===== src/rtl/core/pat_pkg.sv =====
// pat_pkg: widths, reset values, register indexes and shared types
// of the proximity activity tracker. No dependencies.
`timescale 1ns / 1ps
`default_nettype none
package pat_pkg;

  localparam int unsigned ChanW    = 3;
  localparam int unsigned DistW    = 13;
  localparam int unsigned TimeW    = 32;
  localparam int unsigned TmoW     = 16;
  localparam int unsigned SpeedW   = 8;
  localparam int unsigned PhaseW   = 16;
  localparam int unsigned CfgIdxW  = 3;
  localparam int unsigned CfgDataW = 16;
  localparam int unsigned ProdW    = DistW + SpeedW;
  localparam int unsigned CntW     = $clog2(SpeedW);

  // register indexes
  localparam logic [CfgIdxW-1:0] RegNearLimit  = 3'd0;
  localparam logic [CfgIdxW-1:0] RegFarLimit   = 3'd1;
  localparam logic [CfgIdxW-1:0] RegChangeThr  = 3'd2;
  localparam logic [CfgIdxW-1:0] RegIdleTmo    = 3'd3;
  localparam logic [CfgIdxW-1:0] RegSlowSpeed  = 3'd4;
  localparam logic [CfgIdxW-1:0] RegFastSpeed  = 3'd5;

  // reset values
  localparam logic [DistW-1:0]  NearLimitRst = 13'd50;
  localparam logic [DistW-1:0]  FarLimitRst  = 13'd200;
  localparam logic [DistW-1:0]  ChangeThrRst = 13'd5;
  localparam logic [TmoW-1:0]   IdleTmoRst   = 16'd100;
  localparam logic [SpeedW-1:0] SlowSpeedRst = 8'd20;
  localparam logic [SpeedW-1:0] FastSpeedRst = 8'd250;

  typedef struct packed {
    logic              active;
    logic [TimeW-1:0]  last_time;
    logic [DistW-1:0]  prev_dist;
    logic [PhaseW-1:0] phase;
  } entry_t;

  typedef struct packed {
    logic capture;
    logic eval;
    logic mul;
    logic div_step;
    logic commit;
  } cmd_t;

  typedef struct packed {
    logic div_done;
  } stat_t;

endpackage
`default_nettype wire


===== src/rtl/core/pat_if.sv =====
// pat_in_if and pat_out_if: valid/ready channels for samples and results
// depends on pat_pkg
`timescale 1ns / 1ps
`default_nettype none
interface pat_in_if;
  import pat_pkg::*;
  logic             valid;
  logic             ready;
  logic [ChanW-1:0] channel;
  logic [DistW-1:0] range_mm;
  logic [TimeW-1:0] now_ms;

  modport source (output valid, channel, range_mm, now_ms, input ready);
  modport sink   (input valid, channel, range_mm, now_ms, output ready);
endinterface

interface pat_out_if;
  import pat_pkg::*;
  logic              valid;
  logic              ready;
  logic [ChanW-1:0]  out_channel;
  logic              active;
  logic [SpeedW-1:0] speed;
  logic [PhaseW-1:0] phase;

  modport source (output valid, out_channel, active, speed, phase, input ready);
  modport sink   (input valid, out_channel, active, speed, phase, output ready);
endinterface
`default_nettype wire


===== src/rtl/core/pat_ctrl.sv =====
// pat_ctrl: sequencing state machine of the tracker, drives datapath commands
// depends on pat_pkg
`timescale 1ns / 1ps
`default_nettype none
module pat_ctrl (
  input  logic           clk_i,
  input  logic           rst_ni,
  input  logic           in_valid_i,
  output logic           in_ready_o,
  output logic           out_valid_o,
  input  logic           out_ready_i,
  output pat_pkg::cmd_t  cmd_o,
  input  pat_pkg::stat_t stat_i
);
  import pat_pkg::*;

  typedef enum logic [4:0] {
    S_IDLE = 5'b00001,
    S_EVAL = 5'b00010,
    S_MUL  = 5'b00100,
    S_DIV  = 5'b01000,
    S_DONE = 5'b10000
  } state_e;

  state_e state_q, state_d;
  logic   out_vld_q, out_vld_d;
  logic   slot_free;

  assign slot_free   = !out_vld_q || out_ready_i;
  assign in_ready_o  = (state_q == S_IDLE);
  assign out_valid_o = out_vld_q;

  always_comb begin
    state_d = state_q;
    cmd_o   = '0;
    unique case (state_q)
      S_IDLE: begin
        if (in_valid_i) begin
          cmd_o.capture = 1'b1;
          state_d       = S_EVAL;
        end
      end
      S_EVAL: begin
        cmd_o.eval = 1'b1;
        state_d    = S_MUL;
      end
      S_MUL: begin
        cmd_o.mul = 1'b1;
        state_d   = S_DIV;
      end
      S_DIV: begin
        cmd_o.div_step = 1'b1;
        if (stat_i.div_done) state_d = S_DONE;
      end
      S_DONE: begin
        // hold the finished request until the output register is free
        if (slot_free) begin
          cmd_o.commit = 1'b1;
          state_d      = S_IDLE;
        end
      end
      default: state_d = S_IDLE;
    endcase
  end

  always_comb begin
    out_vld_d = out_vld_q;
    if (out_ready_i) out_vld_d = 1'b0;
    if (cmd_o.commit) out_vld_d = 1'b1;
  end

  always_ff @(posedge clk_i or negedge rst_ni) begin
    if (!rst_ni) begin
      state_q   <= S_IDLE;
      out_vld_q <= 1'b0;
    end else begin
      state_q   <= state_d;
      out_vld_q <= out_vld_d;
    end
  end

  a_commit_free: assert property (@(posedge clk_i) disable iff (!rst_ni)
    cmd_o.commit |-> (!out_vld_q || out_ready_i))
    else $error("commit while output register busy");

  a_commit_shows: assert property (@(posedge clk_i) disable iff (!rst_ni)
    cmd_o.commit |=> out_vld_q)
    else $error("committed result not presented");

  a_one_at_a_time: assert property (@(posedge clk_i) disable iff (!rst_ni)
    (in_valid_i && in_ready_o) |=> !in_ready_o)
    else $error("second request taken while one in flight");

endmodule
`default_nettype wire


===== src/rtl/core/pat_datapath.sv =====
// pat_datapath: config registers, channel state memory, activity logic,
// speed map with multiplier and radix-2 divider; depends on pat_pkg
`timescale 1ns / 1ps
`default_nettype none
module pat_datapath #(
  parameter int unsigned CHANNELS = 8
) (
  input  logic                           clk_i,
  input  logic                           rst_ni,
  input  logic                           cfg_we_i,
  input  logic [pat_pkg::CfgIdxW-1:0]    cfg_idx_i,
  input  logic [pat_pkg::CfgDataW-1:0]   cfg_data_i,
  input  pat_pkg::cmd_t                  cmd_i,
  output pat_pkg::stat_t                 stat_o,
  input  logic [pat_pkg::ChanW-1:0]      channel_i,
  input  logic [pat_pkg::DistW-1:0]      range_mm_i,
  input  logic [pat_pkg::TimeW-1:0]      now_ms_i,
  output logic [pat_pkg::ChanW-1:0]      out_channel_o,
  output logic                           active_o,
  output logic [pat_pkg::SpeedW-1:0]     speed_o,
  output logic [pat_pkg::PhaseW-1:0]     phase_o
);
  import pat_pkg::*;

  localparam int unsigned IdxW = (CHANNELS > 1) ? $clog2(CHANNELS) : 1;

  // configuration
  logic [DistW-1:0]  near_q, far_q, thr_q;
  logic [TmoW-1:0]   tmo_q;
  logic [SpeedW-1:0] slow_q, fast_q;

  always_ff @(posedge clk_i or negedge rst_ni) begin
    if (!rst_ni) begin
      near_q <= NearLimitRst;
      far_q  <= FarLimitRst;
      thr_q  <= ChangeThrRst;
      tmo_q  <= IdleTmoRst;
      slow_q <= SlowSpeedRst;
      fast_q <= FastSpeedRst;
    end else if (cfg_we_i) begin
      unique case (cfg_idx_i)
        RegNearLimit: near_q <= cfg_data_i[DistW-1:0];
        RegFarLimit:  far_q  <= cfg_data_i[DistW-1:0];
        RegChangeThr: thr_q  <= cfg_data_i[DistW-1:0];
        RegIdleTmo:   tmo_q  <= cfg_data_i[TmoW-1:0];
        RegSlowSpeed: slow_q <= cfg_data_i[SpeedW-1:0];
        RegFastSpeed: fast_q <= cfg_data_i[SpeedW-1:0];
        default: ;
      endcase
    end
  end

  // channel state memory, entries read as zero until first written
  entry_t              mem_q [CHANNELS];
  logic [CHANNELS-1:0] vld_q;
  entry_t              rd_q, ent;
  logic                rd_vld_q;

  logic [IdxW-1:0]  idx_q;
  logic             inr_q;
  logic [ChanW-1:0] ch_q;
  logic [DistW-1:0] dist_q;
  logic [TimeW-1:0] now_q;

  always_ff @(posedge clk_i) begin
    if (cmd_i.capture) begin
      rd_q   <= mem_q[IdxW'(channel_i)];
      idx_q  <= IdxW'(channel_i);
      inr_q  <= (32'(channel_i) < CHANNELS);
      ch_q   <= channel_i;
      dist_q <= range_mm_i;
      now_q  <= now_ms_i;
    end
  end

  always_ff @(posedge clk_i or negedge rst_ni) begin
    if (!rst_ni) begin
      vld_q    <= '0;
      rd_vld_q <= 1'b0;
    end else begin
      if (cmd_i.capture) rd_vld_q <= vld_q[IdxW'(channel_i)];
      if (cmd_i.commit && inr_q) vld_q[idx_q] <= 1'b1;
    end
  end

  assign ent = rd_vld_q ? rd_q : '0;

  // activity and clamp
  logic [TimeW-1:0]  elapsed;
  logic [DistW-1:0]  dist_chg;
  logic              act_d, act_q;
  logic [TimeW-1:0]  time_d, time_q;
  logic [DistW-1:0]  off_q, den_q;
  logic [SpeedW-1:0] mag_q;
  logic              neg_q, unord_q;

  always_comb begin
    elapsed  = now_q - ent.last_time;
    dist_chg = (dist_q >= ent.prev_dist) ? dist_q - ent.prev_dist
                                         : ent.prev_dist - dist_q;
    act_d  = ent.active;
    time_d = ent.last_time;
    if (dist_q < far_q) begin
      act_d  = 1'b1;
      time_d = now_q;
    end else if (elapsed > TimeW'(tmo_q)) begin
      act_d = 1'b0;
    end
    if (dist_chg > thr_q) begin
      act_d  = 1'b1;
      time_d = now_q;
    end
  end

  always_ff @(posedge clk_i) begin
    if (cmd_i.eval) begin
      act_q   <= act_d;
      time_q  <= time_d;
      if (dist_q < near_q)     off_q <= '0;
      else if (dist_q > far_q) off_q <= far_q - near_q;
      else                     off_q <= dist_q - near_q;
      neg_q   <= (fast_q < slow_q);
      mag_q   <= (fast_q < slow_q) ? slow_q - fast_q : fast_q - slow_q;
      unord_q <= (far_q <= near_q);
      den_q   <= far_q - near_q;
    end
  end

  // divider: quotient never exceeds the speed span, so the top bits of the
  // product already sit below the divisor and only SpeedW steps are needed
  logic [ProdW-1:0]  prod;
  logic [DistW-1:0]  rem_q;
  logic [SpeedW-1:0] qsh_q;
  logic [CntW-1:0]   cnt_q;
  logic [DistW:0]    trial;
  logic              ge;

  assign prod  = ProdW'(off_q) * ProdW'(mag_q);
  assign trial = {rem_q, qsh_q[SpeedW-1]} - {1'b0, den_q};
  assign ge    = !trial[DistW];

  always_ff @(posedge clk_i) begin
    if (cmd_i.mul) begin
      rem_q <= prod[ProdW-1:SpeedW];
      qsh_q <= prod[SpeedW-1:0];
      cnt_q <= '0;
    end else if (cmd_i.div_step) begin
      rem_q <= ge ? trial[DistW-1:0] : {rem_q[DistW-2:0], qsh_q[SpeedW-1]};
      qsh_q <= {qsh_q[SpeedW-2:0], ge};
      cnt_q <= cnt_q + 1'b1;
    end
  end

  assign stat_o.div_done = (cnt_q == CntW'(SpeedW - 1));

  // final speed, phase update and write back
  logic [SpeedW-1:0] speed_w, step;
  logic [PhaseW-1:0] phase_new;

  always_comb begin
    if (unord_q)    speed_w = slow_q;
    else if (neg_q) speed_w = slow_q - qsh_q;
    else            speed_w = slow_q + qsh_q;
    step      = act_q ? speed_w : {1'b0, slow_q[SpeedW-1:1]};
    phase_new = ent.phase + PhaseW'(step);
  end

  always_ff @(posedge clk_i) begin
    if (cmd_i.commit && inr_q) begin
      mem_q[idx_q] <= '{active: act_q, last_time: time_q, prev_dist: dist_q,
                        phase: phase_new};
    end
  end

  always_ff @(posedge clk_i) begin
    if (cmd_i.commit) begin
      out_channel_o <= ch_q;
      active_o      <= inr_q & act_q;
      speed_o       <= inr_q ? speed_w : '0;
      phase_o       <= inr_q ? phase_new : '0;
    end
  end

endmodule
`default_nettype wire


===== src/rtl/core/proximity_activity_tracker_core.sv =====
// proximity_activity_tracker_core: top level, joins pat_ctrl and pat_datapath
// depends on pat_pkg, pat_in_if, pat_out_if
//
//   channel   dir  handshake      payload
//   in_ch     in   valid/ready    channel, range_mm, now_ms
//   out_ch    out  valid/ready    out_channel, active, speed, phase
//   cfg       in   cfg_we_i       cfg_idx_i, cfg_data_i (write only)
//
// one request at a time: it passes evaluate, multiply, an 8-step restoring
// divider and commit before its result sits in the output register; the next
// request is taken the cycle after the commit, not before.
// a result waiting on out_ch does not block acceptance; a second finished
// result waits in the final state until the output register frees up.
// reset clears all channel state through per-channel valid bits, no sweep.
`timescale 1ns / 1ps
`default_nettype none
module proximity_activity_tracker_core #(
  parameter int unsigned CHANNELS = 8
) (
  input  logic                         clk_i,
  input  logic                         rst_ni,
  pat_in_if.sink                       in_ch,
  pat_out_if.source                    out_ch,
  input  logic                         cfg_we_i,
  input  logic [pat_pkg::CfgIdxW-1:0]  cfg_idx_i,
  input  logic [pat_pkg::CfgDataW-1:0] cfg_data_i
);
  import pat_pkg::*;

  cmd_t  cmd;
  stat_t stat;

  pat_ctrl u_ctrl (
    .clk_i       (clk_i),
    .rst_ni      (rst_ni),
    .in_valid_i  (in_ch.valid),
    .in_ready_o  (in_ch.ready),
    .out_valid_o (out_ch.valid),
    .out_ready_i (out_ch.ready),
    .cmd_o       (cmd),
    .stat_i      (stat)
  );

  pat_datapath #(
    .CHANNELS (CHANNELS)
  ) u_datapath (
    .clk_i         (clk_i),
    .rst_ni        (rst_ni),
    .cfg_we_i      (cfg_we_i),
    .cfg_idx_i     (cfg_idx_i),
    .cfg_data_i    (cfg_data_i),
    .cmd_i         (cmd),
    .stat_o        (stat),
    .channel_i     (in_ch.channel),
    .range_mm_i    (in_ch.range_mm),
    .now_ms_i      (in_ch.now_ms),
    .out_channel_o (out_ch.out_channel),
    .active_o      (out_ch.active),
    .speed_o       (out_ch.speed),
    .phase_o       (out_ch.phase)
  );

endmodule
`default_nettype wire

===== src/flat_wrapper.sv =====
// flat-port wrapper written by rule: the top's interface ports become plain ports
module proximity_activity_tracker_core_flat import pat_pkg::*;
#(
  parameter int unsigned CHANNELS = 8
)
  (clk_i, rst_ni, cfg_we_i, cfg_idx_i, cfg_data_i, in_ch_valid, in_ch_channel, in_ch_range_mm, in_ch_now_ms, in_ch_ready, out_ch_valid, out_ch_out_channel, out_ch_active, out_ch_speed, out_ch_phase, out_ch_ready);
  pat_in_if in_ch_i ();
  pat_out_if out_ch_i ();
  input  logic clk_i;
  input  logic rst_ni;
  input  logic cfg_we_i;
  input  logic [pat_pkg::CfgIdxW-1:0] cfg_idx_i;
  input  logic [pat_pkg::CfgDataW-1:0] cfg_data_i;
  input wire logic [$bits(in_ch_i.valid)-1:0] in_ch_valid;
  input wire logic [$bits(in_ch_i.channel)-1:0] in_ch_channel;
  input wire logic [$bits(in_ch_i.range_mm)-1:0] in_ch_range_mm;
  input wire logic [$bits(in_ch_i.now_ms)-1:0] in_ch_now_ms;
  output wire logic [$bits(in_ch_i.ready)-1:0] in_ch_ready;
  output wire logic [$bits(out_ch_i.valid)-1:0] out_ch_valid;
  output wire logic [$bits(out_ch_i.out_channel)-1:0] out_ch_out_channel;
  output wire logic [$bits(out_ch_i.active)-1:0] out_ch_active;
  output wire logic [$bits(out_ch_i.speed)-1:0] out_ch_speed;
  output wire logic [$bits(out_ch_i.phase)-1:0] out_ch_phase;
  input wire logic [$bits(out_ch_i.ready)-1:0] out_ch_ready;
  assign in_ch_i.valid = in_ch_valid;
  assign in_ch_i.channel = in_ch_channel;
  assign in_ch_i.range_mm = in_ch_range_mm;
  assign in_ch_i.now_ms = in_ch_now_ms;
  assign in_ch_ready = in_ch_i.ready;
  assign out_ch_valid = out_ch_i.valid;
  assign out_ch_out_channel = out_ch_i.out_channel;
  assign out_ch_active = out_ch_i.active;
  assign out_ch_speed = out_ch_i.speed;
  assign out_ch_phase = out_ch_i.phase;
  assign out_ch_i.ready = out_ch_ready;
  proximity_activity_tracker_core #(.CHANNELS(CHANNELS)) u_core (.clk_i(clk_i), .rst_ni(rst_ni), .in_ch(in_ch_i), .out_ch(out_ch_i), .cfg_we_i(cfg_we_i), .cfg_idx_i(cfg_idx_i), .cfg_data_i(cfg_data_i));
endmodule

===== config.mk =====
export PLATFORM = sky130hd
export DESIGN_NAME = proximity_activity_tracker_core_flat
export DESIGN_NICKNAME = d
export VERILOG_FILES = /design/src/rtl/core/pat_pkg.sv /design/src/rtl/core/pat_if.sv /design/src/rtl/core/pat_ctrl.sv /design/src/rtl/core/pat_datapath.sv /design/src/rtl/core/proximity_activity_tracker_core.sv /design/src/flat_wrapper.sv
export SDC_FILE = /design/constraint.sdc
export NUM_CORES = 1
export LEC_CHECK = 0
export BUFFER_PORTS_ARGS = -buffer_cell sky130_fd_sc_hd__buf_2
export CORE_ASPECT_RATIO = 0.5
export CORE_MARGIN = 5
export CORE_UTILIZATION = 35
export DETAILED_ROUTE_END_ITERATION = 10
export SLEW_MARGIN = 20
export SYNTH_ARGS = -nofsm -noshare
export SYNTH_HDL_FRONTEND = slang
export SYNTH_HIERARCHICAL = 1
export SYNTH_SLANG_ARGS = --single-unit

===== constraint.sdc =====
create_clock -name clk_i -period 18.65 [get_ports clk_i]
set_clock_uncertainty 0.2 [all_clocks]
set_input_delay 2.7975 -clock clk_i [delete_from_list [all_inputs] [get_ports clk_i]]
set_output_delay 2.7975 -clock clk_i [all_outputs]
set_load 0.005 [all_outputs]

After elaboration in Yosys (flattened, before gate mapping)
Memories as Yosys holds them, arrays and structs flattened. A register that Yosys moved wholly into a read port is not among the register bits. Cells that the tools add are included.

Memory bits (read-only): 0. Memory bits (writable): 496. Input bits: 72. Memories: 1. Bits in latches: 0. Bits in registers: 255. Output and inout port bits: 30.

Magnitude comparators: 11. Multiplexer cells: 34. Shift operators: 0. $add $sub $neg: 12. Divide/modulo/power cells: 0. Equal/unequal tests: 14. Reductions and logical operators: 15. Bitwise gates (word level): 1. $mul: 1.

Memory list: u_core.u_datapath.mem_q (words 8, width 62, rd ports 1, clocked after Yosys merged registers in 1, write ports 1, line pat_datapath.sv:54) `entry_t mem_q [CHANNELS];`.

Operators by type and width (number): $mux 13 (5); $mux 32 (2); $mux 62 (1); $sub 13x13->13 (4); $mux 8 (6); $gt 32x16->1 (1); $sub 32x32->32 (1); $gt 13x13->1 (2); $lt 13x13->1 (2); $pmux 5 s5 (1); $sub 8x8->8 (3); $mul 13x8->21 (1); $add 16x8->16 (1); $mux 5 (3); $mux 1 (14); $sub 14x13->14 (1); $ge 13x13->1 (1); $le 13x13->1 (1); $reduce_and 2->1 (6); $eq 3x3->1 const B (3); $add 8x8->8 (1); $lt 3x4->1 const B (2); $lt 8x8->1 (1); $or 8x8->8 (1); 20 further kinds (24).

Logic depth before layout (Yosys ltp)
Gate-level depths: netlist of run 1.

Word-level depth: 6. Depth in mapped cells: 25.

By module
The synthesis of run 1 kept the hierarchy.

By module, submodules not included: pat_datapath (cells each 2931, area each 40776.6 um^2, sequential area each 23826.6 um^2, instances 1); pat_ctrl (cells each 36, area each 357.8 um^2, sequential area each 151.4 um^2, instances 1).

Worst setup path after synthesis of run 1
No wires, ideal clock.

Path type: in2reg. From: in out_ch_ready. To: reg u_core.u_datapath.vld_q[0]. Required time: 18359 ps. Stages on the path: 6. Data arrival time: 8243 ps. Path buffers: 1. Path slack: 10116 ps. Path through: nand2b_1 > and3_1 > buf_4 > nand2b_1 > nor3_1 > or2_2.

RTL lines: start: declaration (line flat_wrapper.sv:24) `input wire logic [$bits(out_ch_i.ready)-1:0] out_ch_ready;`; end signal: assignment (line pat_datapath.sv:78) `vld_q <= '0;`; end signal: indexed assignment (line pat_datapath.sv:82) `if (cmd_i.commit && inr_q) vld_q[idx_q] <= 1'b1;`; end: declaration (line pat_datapath.sv:55) `logic [CHANNELS-1:0] vld_q;`.

Worst setup path after layout of run 1
From: reg u_core.u_datapath.rd_vld_q. To: reg u_core.u_datapath.time_q[0] (data pin).

Word-level cells in the longest chain between the ends: 5.

RTL lines: start: declaration (line pat_datapath.sv:57) `logic rd_vld_q;`; start signal: assignment (line pat_datapath.sv:81) `if (cmd_i.capture) rd_vld_q <= vld_q[IdxW'(channel_i)];`; $mux 62 (*) (line pat_datapath.sv:86) `assign ent = rd_vld_q ? rd_q : '0;`; $sub 13x13->13 (tied with other cells) (line pat_datapath.sv:100) `: ent.prev_dist - dist_q;`; $mux 13 (line pat_datapath.sv:99) `dist_chg = (dist_q >= ent.prev_dist) ? dist_q - ent.prev_dist`; $gt 13x13->1 (line pat_datapath.sv:109) `if (dist_chg > thr_q) begin`; $mux 32 (*) (line pat_datapath.sv:109); net u_core.u_datapath.time_d[0] (line pat_datapath.sv:92) `logic [TimeW-1:0] time_d, time_q;`; end signal: assignment (line pat_datapath.sv:118) `time_q <= time_d;`; end: declaration (line pat_datapath.sv:92).

Mark *: on every way through the listed nets, which the timed path passes. The rest lies on a longest branch. A chain may end at the register's enable or synchronous reset.

==> reports/qor.yml, run 1 <==
status: "finished, final reports clean"
ys_seq_area_share_pct: 58.29
start_util_pct: 35.48
ys_ff_latch: 813
register_area_mm2: 0.02398
core_mm2: 0.1159
r2r-end: "u_core/u_datapath/time_q[0]"
setup_viol: 0
intPower_mw: 4.520
hp-class: "flip-flop to flip-flop"
p_per_area_mw_per_mm2: 155.9
power_frac_comb_pct: 42.9
dp_slack_ps: 12070
hp-start: "u_core/u_datapath/vld_q[6]"
die-area_mm2: 0.1249
dr_total_vias: 23909
peakVddDrop_mv: 0.1158
slew_violations: 0
hold_viol: 0
seqPwrFrac_pct: 34.6
cp.required_ps: 18850
drcViolationCount: 0
synth_ff_type: "edfxtp_1"
die_h_um: 252.4
cts_tree: "built"
critPathSlowestCell: "or4_1"
overflow: 0
r2r_slack_ps: 12060
clockBufferDepth: 3
fmax_mhz: 151.8
post-route-period-util_pct: 35.33
synth_area_per_cell_um2: 13.86
ios: 102
cp_max_fo: 54
fill_cells: 10662
clkPwrFrac_pct: 22.5
clk_pin_slew_ps: 60
p_sw_mw: 2.696
place_congestion: 0.8667
cp_cell_sequence: "buf_4 > nand2_1 > inv_1 > ha_1 > nor2b_1 > o31ai_2 > a211oi_1 > or4_1 > nand3_1 > nand3_1 > and3_1 > nor4_2 > xnor2_1 > ha_1 > nand4_1 > or4_1 > a21oi_4 > buf_4 > mux2_2"
drtIter0Drc: 1812
timing.max_cap.violations: 0
critPathKind: "flip-flop to flip-flop"
grt_first_pass_wirelength_mm: 145.6
grt.met2_usage_pct: 25.71
grt_pass1_vias: 25067
post_cts_buffers: 0
syn_nets: 3326
cp.arrival_ps: 6780
ctsResizeCount: 0
placed_area_mm2: 0.04360
clockRootBuffer: "clkbuf_16"
dr.pass1.iters: 5
gr-usage-met1_pct: 19.52
cts_buffers: 82
critical_path.endpoint: "u_core/u_datapath/time_q[0]"
syn_inst: 2967
grt_max_degree: 79
start_kind: "flip-flop"
antenna_found_initial: 5
rr_startpoint: "u_core/u_datapath/rd_vld_q"
dp_hpwl_mm: 60.51
slowest_delay_ps: 770
crit_buf_inv: 3
numPortBuffers: 101
track_usage_pct: 14.83
fin_ws_ps: 12060
yosysWarningCount: 6
area_delta_synth_final_pct: 12.50
swShare_pct: 37.37
setup_tns_ps: 0
wire_per_inst_um: 19.58
fin_crit_ps: 6589
fin_nets: 3446
slew_headroom_pct: 23.66
clock-sinks: 813
crit_path_start: "u_core/u_datapath/rd_vld_q"
r2r_cells: 19
drt-total-wl_mm: 92.59
die-width_um: 494.8
drive_gt1_share_pct: 17.04
rsz0062_at_grt: "false"
ys_types: 84
ys_async_sr_fraction_pct: 10.58
finalInstanceArea_mm2: 0.04628
crit_cells: 19
synth-edff-count: 724
avgViaCountPerCell: 5.055
row_count: 88
met3_usage_pct: 2.010
tightestPinTransition_ps: 1139
critPathTopFamily: "simple AND/OR/NAND/NOR gates"
multi_input_area_mm2: 0.01582
insertion_delay_ps: 640
cts.hold.buffers_added: 0
crit_path_end_kind: "flip-flop"
synth_area_mm2: 0.04113
top_usage_layer: "met2"
ant_nets: 0
p_leak_nw: 17.35
htreeDepth: 3
-- placed cells by master (no fill, tap or decap), drive strengths merged, types with 97 or more instances in the layout --
cell type  instances
a21oi            103
nand2            240
nor2             105
clkbuf           102
o21ai            131
buf              132
and2             102
inv              285
mux4             126
ha               211
mux2              97
edfxtp           724
-- through the flow --
step	utilization, %	hold WS [ps]	instances	power [mW]
after detailed placement	37.60	252.7	4577	5.608
after global placement	37.60	248.8	4577	5.546
final	39.91	272.4	4730	7.216
after global routing	39.91	284.7	4727	7.783
after floorplan	-	233.7	2967	4.818
after CTS	39.89	269.8	4726	7.275
-- area by class of cell --
type / instances / area share [%]
repair buffers: 134 / 1.684
clock inverters: 49 / 0.9166
multi-input cells: 1774 / 34.19
well taps: 1575 / 4.258
flip-flops and latches: 813 / 51.82
clock buffers: 100 / 4.826
inverters: 282 / 2.287
diodes: 3 / 0.01622
-- power groups by stage --
| stage | Clock (mW) | Combinational [mW] | Sequential (mW) |
|---|---|---|---|
| floorplan | 0 | 2.36 | 2.45 |
| global placement | 0 | 3.02 | 2.53 |
| detailed placement | 0 | 3.07 | 2.53 |
| CTS | 1.67 | 3.11 | 2.50 |
| global route | 1.74 | 3.52 | 2.52 |
| finish | 1.63 | 3.09 | 2.50 |
-- sequential cells by signal (all words and copies together) (netlist names), 16 cells and up --
name and cells:
u_core/u_datapath/rd_q 62, u_core/u_datapath/now_q 32, u_core/u_datapath/time_q 32, u_core/u_datapath/tmo_q 16, u_core/u_datapath/phase_o 16, u_core/u_datapath/mem_q 496
-- cells by family (layout without fill, tap and decap cells) --
| kind of cell | after synthesis | in the layout | synth area share (%) |
|---|---|---|---|
| flops | 813 | 813 | 58.29 |
| buf+inv | 380 | 565 | 3.537 |
| simple gates | 669 | 669 | 8.088 |
| other cells | 0 | 3 | 0 |
| mux | 298 | 298 | 11.38 |
| fa+ha+maj | 287 | 287 | 10.12 |
| xor+xnor | 92 | 92 | 1.977 |
| compound gates | 428 | 428 | 6.610 |
-- cell usage after synthesis (24+ instances only) --
cell,instances,area [um2]
a21o_1,44,330.3
a21oi_1,102,510.5
and2_1,102,638.1
clkbuf_1,69,259.0
dfrtp_1,66,1652
edfxtp_1,724,21740
fa_1,76,1521
ha_1,211,2640
inv_1,281,1055
mux2_2,97,1092
mux2i_1,75,750.7
mux4_2,126,2838
nand2_1,240,900.9
nand2b_1,24,150.1
nand3_1,33,165.2
nor2_1,105,394.1
nor2b_1,24,150.1
nor3_1,33,165.2
o21ai_0,126,630.6
xnor2_1,64,560.5
xor2_1,27,236.5
-- worst min path at each step --
stage / end / slack, ps / cells after the start
after CTS: u_core/u_datapath/vld_q[6] / 270 / 1
after global routing: u_core/u_datapath/vld_q[0] / 280 / 1
after floorplan: u_core/u_datapath/vld_q[2] / 230 / 1
final: u_core/u_datapath/vld_q[6] / 270 / 1
after global placement: u_core/u_datapath/vld_q[3] / 250 / 1
after detailed placement: u_core/u_datapath/vld_q[2] / 250 / 1
-- layer usage --
metal  vias up  part of all wire, %
li1      11183                    -
met1     12118                   44
met2       449                   49
met3       153                  3.8
met4         6                  2.6
met5         -                0.037
(Power assumes the default switching activity.)
==> inputs of run 2 (changes only) <==
Settings changed: ABC_AREA set to 1.
Clock period 18.65 ns to 6.6 ns, I/O delays scaled along.
==> run 2 against run 1 <==
Net effect:
- clock-buffer cell count shrank 4
- die area grew 3.3%
- hold slack got worse by 6.6 ps
- maximum frequency increased by 30%
- sequential cell count stayed put
- power rose to 2.8 times the previous value
- synthesized cell count up 45%
- combinational power grew to 2.9 times the previous value
- register-to-register slack got worse by 11000 ps
- routed wire length is 17% higher
- core utilization fell by 0.73 points
- sequential share of layout area shrank 1.1 points
- largest cell class unchanged
==> reports/qor.yml, run 2 <==
cp.arrival_ps: 5310
slew_violations: 0
n_antenna_cell: 0
clkPwrFrac_pct: 22.2
syn_nets: 4672
swShare_pct: 41.02
rsz0062_at_grt: "false"
slew_headroom_pct: 27.70
die-width_um: 502.9
intPower_mw: 12.09
cts_buffers: 78
clk_pin_slew_ps: 70
htreeDepth: 3
row_count: 90
dr.pass1.iters: 5
ys_async_sr_fraction_pct: 10.58
yosysTopAreaCell: "edfxtp_1"
hp-class: "flip-flop to flip-flop"
largest_register: "u_core/u_datapath/mem_q"
setup_viol: 0
fin_crit_ps: 5087
post_cts_buffers: 0
p_leak_nw: 19.81
crit_path_end_kind: "flip-flop"
power_frac_comb_pct: 43.4
drt-total-wl_mm: 108.4
final_cell_mix: "nand2_1 (824), edfxtp_1 (724), nor2_1 (578)"
drtIter0Drc: 2416
grt_pass1_vias: 28941
cp.required_ps: 6820
synth-edff-count: 724
clock-sinks: 813
status: "finished, final reports clean"
overflow: 0
largest_reg_flops: 496
cts_tree: "built"
drcViolationCount: 0
final_common_cell: "nand2_1"
synth_area_mm2: 0.04251
grt_max_degree: 129
numPortBuffers: 101
fmax_mhz: 196.6
multi_input_area_mm2: 0.01569
yosys-top-cells-count: "nand2_1 (825), edfxtp_1 (724), nor2_1 (587)"
synth_area_per_cell_um2: 9.857
syn_inst: 4313
tightestPinTransition_ps: 1082
register_area_mm2: 0.02398
top_usage_layer: "met2"
insertion_delay_ps: 670
dp_hpwl_mm: 71.59
gr-usage-met1_pct: 22.55
core_mm2: 0.1206
drive_gt1_share_pct: 7.734
synth_ff_type: "edfxtp_1"
dr_total_vias: 29785
wire_per_inst_um: 17.98
place_congestion: 0.9008
antenna_found_initial: 1
start_util_pct: 35.25
fin_util_pct: 39.18
hold_viol: 0
synthDominantCellAreaShare_pct: 51.14
critPathKind: "flip-flop to flip-flop"
grt.met2_usage_pct: 27.62
yosys.cell_count.top_type: "nand2_1"
yosysWarningCount: 6
peakVddDrop_mv: 0.4435
start_kind: "flip-flop"
clockRootBuffer: "clkbuf_16"
p_sw_mw: 8.410
ios: 102
grt_first_pass_wirelength_mm: 167.9
fill_cells: 11660
seqPwrFrac_pct: 34.4
reg_top3: "u_core/u_datapath/mem_q x496, u_core/u_datapath/rd_q x62"
avgViaCountPerCell: 4.938
timing.max_cap.violations: 0
ys_seq_area_share_pct: 56.40
ys_ff_latch: 813
die_h_um: 256.4
clockBufferDepth: 3
fin_nets: 4720
met3_usage_pct: 2.435
ys_types: 60
cp_max_fo: 13
ant_nets: 0
area_delta_synth_final_pct: 11.15
track_usage_pct: 16.52
post-route-period-util_pct: 77.08
p_per_area_mw_per_mm2: 433.9
die-area_mm2: 0.1290
setup_tns_ps: 0
synthTopCellsByArea: "edfxtp_1 (51%), nand2_1 (7.3%), ha_1 (6.2%)"
## run 2: power by group through the flow
stage	logic (mW)	clock network [mW]	registers, mW
finish	8.90	4.56	7.04
global route	10.2	4.90	7.10
CTS	8.91	4.67	7.05
detailed placement	8.86	0	7.15
global placement	8.75	0	7.14
floorplan	6.69	0	6.89
## run 2: worst paths after layout
| kind | from | end | slack (ps) | cells past startpoint |
|---|---|---|---|---|
| worst min-delay path | u_core/u_datapath/vld_q[6] | u_core/u_datapath/vld_q[6] | 270 | 1 |
| worst max register to register | u_core/u_datapath/mag_q[7] | u_core/u_datapath/rem_q[5] | 1510 | 16 |
| max in group asynchronous | rst_ni | u_core/u_datapath/rd_vld_q | 4650 | 3 |
| worst min register to register | u_core/u_datapath/vld_q[6] | u_core/u_datapath/vld_q[6] | 270 | 1 |
| min in group asynchronous | rst_ni | u_core/u_datapath/near_q[10] | 500 | 2 |
| worst max-delay path | u_core/u_datapath/mag_q[7] | u_core/u_datapath/rem_q[5] | 1510 | 16 |
## run 2: final cells by class
class / instances / share of cell area (%)
clock buffers: 96 / 4.361
clock inverters: 45 / 1.070
inverters: 589 / 4.705
multi-input cells: 2748 / 33.21
flip-flops and latches: 813 / 50.75
well taps: 1610 / 4.263
repair buffers: 131 / 1.644
## run 2: logic make-up after synthesis
group                    after synthesis  synth area share (%)
AO/OA/AOI/OAI                        786                 10.09
XOR/XNOR                              96                 1.978
adder cells (fa/ha/maj)              287                 9.789
buffers and inverters                752                 6.890
flip-flops                           813                 56.40
multiplexers                           1               0.02355
AND/OR/NAND/NOR                     1578                 14.83
## run 2: worst max-delay path, stage by stage, from the launching register on
cell and delay, ps:
edfxtp_1 610, nand2_1 130, inv_1 70, fa_1 520
fa_1 520, fa_1 550, inv_1 60, fa_1 530
inv_1 40, ha_1 330, a21o_1 190, a31oi_1 370
o21ai_1 240, nand2_1 100, nand2_1 60, o21ai_0 250
nand2_1 80
## run 2: metrics by stage
step | power, mW | hold WS, ps | instances | area (um2) | setup WS, ps
6_report | 20.50 | 265.8 | 6032 | 47250 | 1513
5_1_grt | 22.23 | 249.3 | 6032 | 47250 | 1040
4_1_cts | 20.63 | 241.9 | 6032 | 47240 | 1518
3_5_place_dp | 16.01 | 248.7 | 5890 | 44660 | 1505
3_3_place_gp | 15.89 | 245.7 | 5890 | 44660 | 1587
2_1_floorplan | 13.57 | 227.4 | 4313 | 42520 | 158.1
## run 2: timing repair
item / CTS / global route
hold endpoints to repair: 9 / 0
gates resized for setup: 0 / 0
hold buffers: 1 / 0
## run 2: layer usage
layer	wire (um)	share of wire, %
met1	48910	45
met2	51970	48
met3	4989	4.6
met4	2578	2.4
met5	0	0
